$ cat config.mk
export PLATFORM = sky130hd
export DESIGN_NAME = sorted_array_replace_store_flat
export DESIGN_NICKNAME = d
export VERILOG_FILES = /design/src/sv/sars_pkg.sv /design/src/sv/sars_req_if.sv /design/src/sv/sars_cell.sv /design/src/sv/sorted_array_replace_store.sv /design/src/flat_wrapper.sv
export VERILOG_INCLUDE_DIRS = /design/src /design/src/sv
export SDC_FILE = /design/constraint.sdc
export NUM_CORES = 2
export LEC_CHECK = 0
export BUFFER_PORTS_ARGS = -buffer_cell sky130_fd_sc_hd__buf_2
export CAP_MARGIN = 40
export CORE_MARGIN = 4
export CORE_UTILIZATION = 40
export DETAILED_ROUTE_END_ITERATION = 10
export SYNTH_ARGS = -nofsm -noshare
export SYNTH_HDL_FRONTEND = slang
export SYNTH_SLANG_ARGS = --single-unit
export TNS_END_PERCENT = 1
$ cat constraint.sdc
create_clock -name clk -period 5.05 [get_ports clk]
set_input_delay 0.7575 -clock clk [delete_from_list [all_inputs] [get_ports clk]]
set_output_delay 0.7575 -clock clk [all_outputs]
set_load 0.1 [all_outputs]
$ cat src/sv/assert_macros.svh
// assertion macros shared by the sorted store rtl
`ifndef ASSERT_MACROS_SVH
`define ASSERT_MACROS_SVH

`ifndef SYNTHESIS

`define SARS_ASSERT(lbl, clk, rst_n, prop) \
    lbl: assert property (@(posedge clk) disable iff (!rst_n) prop) \
        else $error("sorted store assertion failed");

`define SARS_ASSERT_NEVER(lbl, clk, rst_n, expr) \
    lbl: assert property (@(posedge clk) disable iff (!rst_n) !(expr)) \
        else $error("sorted store forbidden condition seen");

`else

`define SARS_ASSERT(lbl, clk, rst_n, prop)

`define SARS_ASSERT_NEVER(lbl, clk, rst_n, expr)

`endif

`endif

$ cat src/sv/sars_pkg.sv
// types and constants of the sorted replace store
`timescale 1ns / 1ps
`default_nettype none

package sars_pkg;

    localparam int ENTRIES = 16;
    localparam int WORD_W  = 32;
    localparam int SLOT_W  = 8;
    localparam int IDX_W   = (ENTRIES > 1) ? $clog2(ENTRIES) : 1;

    typedef logic [WORD_W-1:0] word_t;
    typedef logic [SLOT_W-1:0] slot_t;
    typedef logic [IDX_W-1:0]  idx_t;

    localparam word_t WORD_ALL_ONES = '1;

    localparam logic REQ_READ    = 1'b0;
    localparam logic REQ_REPLACE = 1'b1;

    typedef struct packed {
        logic  wr;
        logic  up;
        logic  at_slot;
        logic  above_slot;
        logic  below_slot;
        word_t word;
    } cell_ctrl_t;

endpackage

`default_nettype wire

$ cat src/sv/sars_req_if.sv
// request and response channel interfaces of the sorted replace store
`timescale 1ns / 1ps
`default_nettype none

interface sars_req_if
    import sars_pkg::*;
();
    logic  valid;
    logic  ready;
    logic  req_type;
    slot_t slot_index;
    word_t new_word;

    modport source (output valid, output req_type, output slot_index, output new_word,
                    input ready);
    modport sink   (input valid, input req_type, input slot_index, input new_word,
                    output ready);
endinterface

interface sars_rsp_if
    import sars_pkg::*;
();
    logic  valid;
    logic  ready;
    word_t read_word;
    logic  range_error;

    modport source (output valid, output read_word, output range_error, input ready);
    modport sink   (input valid, input read_word, input range_error, output ready);
endinterface

`default_nettype wire

$ cat src/sv/sars_cell.sv
// one slot of the sorted row: holds a word and shifts with its neighbors
`timescale 1ns / 1ps
`default_nettype none

module sars_cell
    import sars_pkg::*;
(
    input  wire        clk,
    input  wire        rst_n,
    input  cell_ctrl_t ctrl,
    input  word_t      upper_word,
    input  logic       upper_lt,
    input  word_t      lower_word,
    input  logic       lower_gt,
    output word_t      word,
    output logic       lt,
    output logic       gt
);

    word_t word_reg;
    word_t word_next;

    assign word = word_reg;
    assign lt   = word_reg < ctrl.word;
    assign gt   = word_reg > ctrl.word;

    always_comb
    begin
        word_next = word_reg;
        if (ctrl.wr)
        begin
            if (ctrl.up)
            begin
                if (ctrl.at_slot || ctrl.above_slot)
                begin
                    if (upper_lt)
                    begin
                        word_next = upper_word;
                    end
                    else if (ctrl.at_slot || lt)
                    begin
                        word_next = ctrl.word;
                    end
                end
            end
            else
            begin
                if (ctrl.at_slot || ctrl.below_slot)
                begin
                    if (lower_gt)
                    begin
                        word_next = lower_word;
                    end
                    else if (ctrl.at_slot || gt)
                    begin
                        word_next = ctrl.word;
                    end
                end
            end
        end
    end

    always_ff @(posedge clk or negedge rst_n)
    begin
        if (!rst_n)
        begin
            word_reg <= WORD_ALL_ONES;
        end
        else
        begin
            word_reg <= word_next;
        end
    end

endmodule

`default_nettype wire

$ cat src/sv/sorted_array_replace_store.sv
// Sorted store of ENTRIES unsigned 32-bit words kept in ascending order, reset to all ones
// (no clearing pass, the store is usable right after reset). A replace removes the word at
// the slot and inserts the new word in order; a read returns the word at the slot; a slot at
// or beyond ENTRIES flags range_error, returns zero and leaves the store alone. One request
// is taken per cycle: a row of cells, each comparing the new word with its own word and
// trading words with its neighbors, settles the whole replace combinationally, and the result
// appears in the next cycle in an output register that keeps taking requests while the
// response side is ready.
`timescale 1ns / 1ps
`default_nettype none
`include "assert_macros.svh"

module sorted_array_replace_store
    import sars_pkg::*;
(
    input  wire         clk,
    input  wire         rst_n,
    sars_req_if.sink    req,
    sars_rsp_if.source  rsp
);

    word_t                         cell_word [ENTRIES];
    logic  [ENTRIES-1:0]           cell_lt;
    logic  [ENTRIES-1:0]           cell_gt;
    logic  [ENTRIES-1:0][WORD_W-1:0] store_flat;

    logic  req_fire;
    logic  in_range;
    idx_t  idx_sel;
    word_t slot_word;

    logic  rsp_valid_reg;
    logic  rsp_valid_next;
    word_t read_word_reg;
    logic  range_error_reg;

    assign req_fire  = req.valid && req.ready;
    assign in_range  = {1'b0, req.slot_index} < (SLOT_W + 1)'(ENTRIES);
    assign idx_sel   = req.slot_index[IDX_W-1:0];
    assign slot_word = cell_word[idx_sel];
    assign req.ready = !rsp_valid_reg || rsp.ready;

    genvar i;
    generate
        for (i = 0; i < ENTRIES; i++)
        begin : g_cell
            cell_ctrl_t ctrl;
            word_t      upper_word;
            logic       upper_lt;
            word_t      lower_word;
            logic       lower_gt;

            assign ctrl.wr         = req_fire && in_range && (req.req_type == REQ_REPLACE);
            assign ctrl.up         = req.new_word >= slot_word;
            assign ctrl.at_slot    = IDX_W'(i) == idx_sel;
            assign ctrl.above_slot = IDX_W'(i) > idx_sel;
            assign ctrl.below_slot = IDX_W'(i) < idx_sel;
            assign ctrl.word       = req.new_word;

            if (i == ENTRIES - 1)
            begin : g_top_end
                assign upper_word = WORD_ALL_ONES;
                assign upper_lt   = 1'b0;
            end
            else
            begin : g_top_link
                assign upper_word = cell_word[i+1];
                assign upper_lt   = cell_lt[i+1];
            end

            if (i == 0)
            begin : g_bot_end
                assign lower_word = '0;
                assign lower_gt   = 1'b0;
            end
            else
            begin : g_bot_link
                assign lower_word = cell_word[i-1];
                assign lower_gt   = cell_gt[i-1];
            end

            sars_cell u_cell (
                .clk        (clk),
                .rst_n      (rst_n),
                .ctrl       (ctrl),
                .upper_word (upper_word),
                .upper_lt   (upper_lt),
                .lower_word (lower_word),
                .lower_gt   (lower_gt),
                .word       (cell_word[i]),
                .lt         (cell_lt[i]),
                .gt         (cell_gt[i])
            );

            assign store_flat[i] = cell_word[i];
        end
    endgenerate

    always_comb
    begin
        rsp_valid_next = rsp_valid_reg;
        if (req_fire)
        begin
            rsp_valid_next = 1'b1;
        end
        else if (rsp.ready)
        begin
            rsp_valid_next = 1'b0;
        end
    end

    always_ff @(posedge clk or negedge rst_n)
    begin
        if (!rst_n)
        begin
            rsp_valid_reg <= 1'b0;
        end
        else
        begin
            rsp_valid_reg <= rsp_valid_next;
        end
    end

    always_ff @(posedge clk)
    begin
        if (req_fire)
        begin
            range_error_reg <= !in_range;
            read_word_reg   <= (in_range && (req.req_type == REQ_READ)) ? slot_word : '0;
        end
    end

    assign rsp.valid       = rsp_valid_reg;
    assign rsp.read_word   = read_word_reg;
    assign rsp.range_error = range_error_reg;

    generate
        for (i = 0; i + 1 < ENTRIES; i++)
        begin : g_order_chk
            `SARS_ASSERT(a_row_sorted, clk, rst_n, cell_word[i] <= cell_word[i+1])
        end
    endgenerate

    `SARS_ASSERT(a_bad_slot_keeps_store, clk, rst_n, req_fire && !in_range |=> $stable(store_flat))
    `SARS_ASSERT(a_read_keeps_store, clk, rst_n, req_fire && (req.req_type == REQ_READ) |=> $stable(store_flat))
    `SARS_ASSERT(a_fire_gives_result, clk, rst_n, req_fire |=> rsp_valid_reg)
    `SARS_ASSERT_NEVER(a_error_word_zero, clk, rst_n, rsp_valid_reg && range_error_reg && (read_word_reg != '0))

endmodule

`default_nettype wire

$ cat src/flat_wrapper.sv
// flat-port wrapper written by rule: the top's interface ports become plain ports
module sorted_array_replace_store_flat import sars_pkg::*;
  (clk, rst_n, req_valid, req_req_type, req_slot_index, req_new_word, req_ready, rsp_valid, rsp_read_word, rsp_range_error, rsp_ready);
  sars_req_if req_i ();
  sars_rsp_if rsp_i ();
  input  wire clk;
  input  wire rst_n;
  input wire logic [$bits(req_i.valid)-1:0] req_valid;
  input wire logic [$bits(req_i.req_type)-1:0] req_req_type;
  input wire logic [$bits(req_i.slot_index)-1:0] req_slot_index;
  input wire logic [$bits(req_i.new_word)-1:0] req_new_word;
  output wire logic [$bits(req_i.ready)-1:0] req_ready;
  output wire logic [$bits(rsp_i.valid)-1:0] rsp_valid;
  output wire logic [$bits(rsp_i.read_word)-1:0] rsp_read_word;
  output wire logic [$bits(rsp_i.range_error)-1:0] rsp_range_error;
  input wire logic [$bits(rsp_i.ready)-1:0] rsp_ready;
  assign req_i.valid = req_valid;
  assign req_i.req_type = req_req_type;
  assign req_i.slot_index = req_slot_index;
  assign req_i.new_word = req_new_word;
  assign req_ready = req_i.ready;
  assign rsp_valid = rsp_i.valid;
  assign rsp_read_word = rsp_i.read_word;
  assign rsp_range_error = rsp_i.range_error;
  assign rsp_i.ready = rsp_ready;
  sorted_array_replace_store u_core (.clk(clk), .rst_n(rst_n), .req(req_i), .rsp(rsp_i));
endmodule
==> impl_results.html <==
<table>
<tr><th>Metric</th><th>Value</th></tr>
<tr><th colspan="2">Logic synthesis</th></tr>
<tr><td>Number of flip-flops and latches in the synthesized netlist</td><td>546</td></tr>
<tr><td>Synthesized area per cell</td><td>10.2 um^2</td></tr>
<tr><td>Share of synthesized area occupied by flip-flops and latches</td><td>31.5%</td></tr>
<tr><td>Post-synthesis instance area</td><td>45900 um^2</td></tr>
<tr><td>Dominant synthesized flop cell</td><td>dfstp_2</td></tr>
<tr><td>Post-synthesis share of cell area spent on xor and xnor gates</td><td>0%</td></tr>
<tr><td>Synth cell types</td><td>89</td></tr>
<tr><td>Count of yosys warnings during synthesis</td><td>0</td></tr>
<tr><td>Adder-Cell Fraction of Synth Area</td><td>14.8%</td></tr>
<tr><td>Synthesized instance count</td><td>~4500</td></tr>
<tr><td>Mux contribution to synthesized area</td><td>around 20%</td></tr>
<tr><td>Simple-Gate Fraction of Synth Area</td><td>10.7%</td></tr>
<tr><td>Dominant combinational cell family by area after synthesis</td><td>multiplexers</td></tr>
<tr><td>Number of synthesized flops with an enable pin</td><td>33</td></tr>
<tr><td>Compound-Gate Fraction of Synth Area</td><td>between 15 and 20%</td></tr>
<tr><td>Post-synth ARST share</td><td>94.0%</td></tr>
<tr><td>Synthesized Nets</td><td>5110</td></tr>
<tr><th colspan="2">Cells and area</th></tr>
<tr><td>Number of flip-flops under the largest register name</td><td>between 500 and 600</td></tr>
<tr><td>Fill cell total of the finished layout</td><td>about 11000</td></tr>
<tr><td>Sequential cell area</td><td>14500 um^2</td></tr>
<tr><td>Final standard cell area without fillers</td><td>53300 um^2</td></tr>
<tr><td>Multi-input logic area</td><td>29100 um^2</td></tr>
<tr><td>Nets@finish</td><td>5290</td></tr>
<tr><td>Layout overhead on the synthesized area</td><td>16.1%</td></tr>
<tr><td>Proportion of layout cells with a drive suffix above 1</td><td>between 30% and 40%</td></tr>
<tr><th colspan="2">Critical path</th></tr>
<tr><td>Critical Path RT</td><td>5.63 ns</td></tr>
<tr><td>Longest individual stage delay on the worst path</td><td>0.63 ns</td></tr>
<tr><td>Cell with the largest stage delay on the worst path</td><td>or4_4</td></tr>
<tr><td>Crit path buffers/inverters</td><td>5</td></tr>
<tr><td>Cell chain of the critical path</td><td>clkbuf_8 -&gt; and2_1 -&gt; and2_2 -&gt; buf_12 -&gt; a222oi_1 -&gt; nand2_1 -&gt; a21oi_1 -&gt; ha_1 -&gt; nand4_1 -&gt; or4_4 -&gt; a21oi_2 -&gt; o21ai_2 -&gt; buf_4 -&gt; nand2_4 -&gt; buf_6 -&gt; mux2_2 -&gt; buf_12 -&gt; a221oi_1 -&gt; mux2_2</td></tr>
<tr><td>Register-to-register setup slack</td><td>0.48 ns</td></tr>
<tr><td>CP Max Fanout</td><td>32</td></tr>
<tr><td>Critical path endpoint category</td><td>flop</td></tr>
<tr><td>Crit path DAT</td><td>around 5.5 ns</td></tr>
<tr><td>Critical path start-end classification</td><td>primary input to flop</td></tr>
<tr><td>Startpoint types</td><td>primary input</td></tr>
<tr><td>Kind of cell with the highest combined delay on the critical path</td><td>compound AO/OA/AOI/OAI gates</td></tr>
<tr><th colspan="2">Timing</th></tr>
<tr><td>Setup repair after global routing missed its margin</td><td>no</td></tr>
<tr><td>Peak Freq</td><td>203 MHz</td></tr>
<tr><td>Max-slew violation count</td><td>0</td></tr>
<tr><td>Fin crit share</td><td>97.6%</td></tr>
<tr><td>Final period demand of the worst path</td><td>4.93 ns</td></tr>
<tr><td>Layout Skew</td><td>0.0220 ns</td></tr>
<tr><td>Transition at the pin with the smallest max-transition slack</td><td>0.896 ns</td></tr>
<tr><td>Fin Setup TNS</td><td>0 ns</td></tr>
<tr><td>Worst slew margin</td><td>40.3%</td></tr>
<tr><td>Final number of setup-violating endpoints</td><td>0</td></tr>
<tr><td>Final hold vios</td><td>0</td></tr>
<tr><th colspan="2">Placed design</th></tr>
<tr><td>Final weighted congestion of routability-driven global placement</td><td>0.946</td></tr>
<tr><td>Post-detail-place hpwl</td><td>127 mm</td></tr>
<tr><td>Port Buffer Count</td><td>79</td></tr>
<tr><td>Placed instance area</td><td>slightly above 50000 um^2</td></tr>
<tr><th colspan="2">Clock network</th></tr>
<tr><td>Largest buffer count on any clock path</td><td>3</td></tr>
<tr><td>Quantity of hold-fixing buffers added after cts</td><td>0</td></tr>
<tr><td>Level count of the clock H-tree</td><td>3</td></tr>
<tr><td>Number of clock sinks</td><td>roughly 550</td></tr>
<tr><td>Clock slew at the register clock pins of the worst setup and hold paths</td><td>0.06 ns</td></tr>
<tr><td>Worst-Skew Late Latency</td><td>0.64 ns</td></tr>
<tr><td>Master cell of the clock root buffer</td><td>clkbuf_16</td></tr>
<tr><td>TritonCTS clock tree</td><td>yes</td></tr>
<tr><td>Inserted Clock Buffers</td><td>68</td></tr>
<tr><th colspan="2">Route</th></tr>
<tr><td>Post-route antenna net violation count</td><td>0</td></tr>
<tr><td>Detailed router's first-iteration violation count</td><td>3502</td></tr>
<tr><td>Via count</td><td>39200</td></tr>
<tr><td>Vias per Instance</td><td>6.26</td></tr>
<tr><td>Pre-Repair DR Iteration Count</td><td>6</td></tr>
<tr><td>Total Routed Length</td><td>about 160 mm</td></tr>
<tr><td>Routed WL per cell</td><td>25.6 um</td></tr>
<tr><td>Remaining design rule violation count</td><td>0</td></tr>
<tr><th colspan="2">Global route</th></tr>
<tr><td>Antenna violations before repair</td><td>8</td></tr>
<tr><td>First-pass GRT wire length</td><td>approximately 250 mm</td></tr>
<tr><td>GRT overflow</td><td>0</td></tr>
<tr><td>Number of global-route vias before repair</td><td>39100</td></tr>
<tr><td>Aggregate global-route resource usage</td><td>25.9%</td></tr>
<tr><td>Maximum number of pins on one net before global-route repair</td><td>133</td></tr>
<tr><th colspan="2">Power and ir drop</th></tr>
<tr><td>Static leakage</td><td>23.7 nW</td></tr>
<tr><td>Highest ir drop seen on vdd</td><td>0.242 mV</td></tr>
<tr><td>Power density normalized to cell area</td><td>379 nW/um^2</td></tr>
<tr><th colspan="2">Hold path</th></tr>
<tr><td>Hold Crit Class</td><td>primary input to flop</td></tr>
<tr><th colspan="2">Die</th></tr>
<tr><td>Full die area</td><td>120000 um^2</td></tr>
<tr><td>Std-Cell Core Area</td><td>114000 um^2</td></tr>
<tr><td>Std-Cell Rows</td><td>roughly 120</td></tr>
<tr><td>Die boundary width</td><td>347 um</td></tr>
<tr><td>Die boundary height</td><td>347 um</td></tr>
<tr><td>Initial Util</td><td>approximately two fifths</td></tr>
<tr><td>Number of placed I/O pins</td><td>80</td></tr>
<tr><th colspan="2">Status</th></tr>
<tr><td>Status</td><td>finished, final reports clean</td></tr>
<tr><th colspan="2">Job</th></tr>
<tr><td>Total of max-cap violations</td><td>0</td></tr>
</table>
[what timing repair did]
item | in CTS | in global routing
pin swaps | 0 | 6
setup endpoints to repair | 65 | 382
cloned | 0 | 0
resized for setup | 2 | 12
buffers inserted | 0 | 0
[synthesized netlist by cell type (32+ instances only)]
cell type  instances  area, um^2
a21oi_1          226        1130
or3_1             39         244
a21o_1            34         255
mux2_1            75         845
nand4_1           99         619
nand2b_1          41         257
nand3_1          137         686
clkbuf_1         204         766
o211ai_1          32         240
nor2_1           260         976
mux2_2           269        3030
nor3_1            79         395
o221a_2           74         833
a221o_1           79         791
o221ai_1          97         850
buf_2             67         335
clkinv_1          32         120
nand2_1          249         935
mux4_2            96        2160
inv_1            308        1160
mux2i_1          295        2950
o21ai_0          103         515
ha_1             544        6810
a221oi_1         174        1520
edfxtp_1          33         991
dfstp_2          512       13500
[metrics by stage]
step,std cells,worst slack (ns),util [%],power [W],hold slack (ns)
6_report,6264,0.121,46.7,0.0202,0.324
5_1_grt,6263,0.0102,46.7,0.0213,0.337
4_1_cts,6262,0.0641,46.6,0.0202,0.297
3_5_place_dp,6143,-0.697,44.5,0.0147,0.491
3_3_place_gp,6141,-0.673,44.5,0.0145,0.486
2_1_floorplan,4521,0.00198,-,0.0117,0.462
[worst paths after layout]
| path | from | to | depth (start not counted) |
|---|---|---|---|
| min in group asynchronous | rst_n | u_core.g_cell[0].u_cell.word[25] | 1 |
| setup reg to reg | u_core.g_cell[7].u_cell.word[0] | u_core.g_cell[11].u_cell.word[26] | 16 |
| setup / recovery | req_slot_index[0] | u_core.g_cell[14].u_cell.word[21] | 19 |
| hold / removal | req_valid | u_core.rsp.valid | 2 |
| max in group asynchronous | rst_n | u_core.g_cell[9].u_cell.word[6] | 2 |
| hold reg to reg | u_core.g_cell[8].u_cell.word[6] | u_core.g_cell[8].u_cell.word[6] | 2 |
[layout by cell type, fill, tap and decap left out, types with 173 or more instances in the layout]
master / netlist / layout
buf_4: 19 / 236
ha_1: 544 / 544
mux2_2: 269 / 269
a221oi_1: 174 / 173
nand2_1: 249 / 246
inv_1: 308 / 308
nor2_1: 260 / 254
dfstp_2: 512 / 512
mux2i_1: 295 / 295
a21oi_1: 226 / 221
[cell type report]
class                           count  share of cell area [%]
Multi-Input combinational cell   3331                    54.6
Timing Repair Buffer              414                    7.80
Clock inverter                     28                   0.815
Antenna cell                        2                 0.00939
Clock buffer                       91                    3.66
Sequential cell                   546                    27.1
Inverter                          340                    2.39
Tap cell                         1512                    3.55
[worst register-to-register path: cells and delay by family (launching register included)]
| family | cells | cell delay (ns) |
|---|---|---|
| compound gates | 5 | 1.43 |
| simple gates | 5 | 0.91 |
| flops | 1 | 0.55 |
| mux | 2 | 0.81 |
| fa+ha+maj | 1 | 0.22 |
| buf+inv | 3 | 0.57 |
[routing by layer]
metal / up-vias / global-route usage (%) / wire (um)
met3: 260 / 3.60 / 9750
met5: - / 0 / 13
met1: 19700 / 36.6 / 73000
met2: 1370 / 40.8 / 72100
met4: 2 / 8.71 / 5740
li1: 17900 / - / -
[where the power goes]
group	internal, W	switching [W]
registers	0.00565	0.000971
logic	0.00362	0.00459
clock network	0.00323	0.00214
total	0.0125	0.00770
[logic make-up (layout without fill, tap and decap cells)]
| group | after synthesis | after routing |
|---|---|---|
| AND/OR/NAND/NOR | 1014 | 1014 |
| adder cells (fa/ha/maj) | 544 | 544 |
| AO/OA/AOI/OAI | 1038 | 1038 |
| buffers and inverters | 644 | 873 |
| flip-flops | 546 | 546 |
| multiplexers | 735 | 735 |
| other | 0 | 2 |
Power figures use the tool's default switching activity.
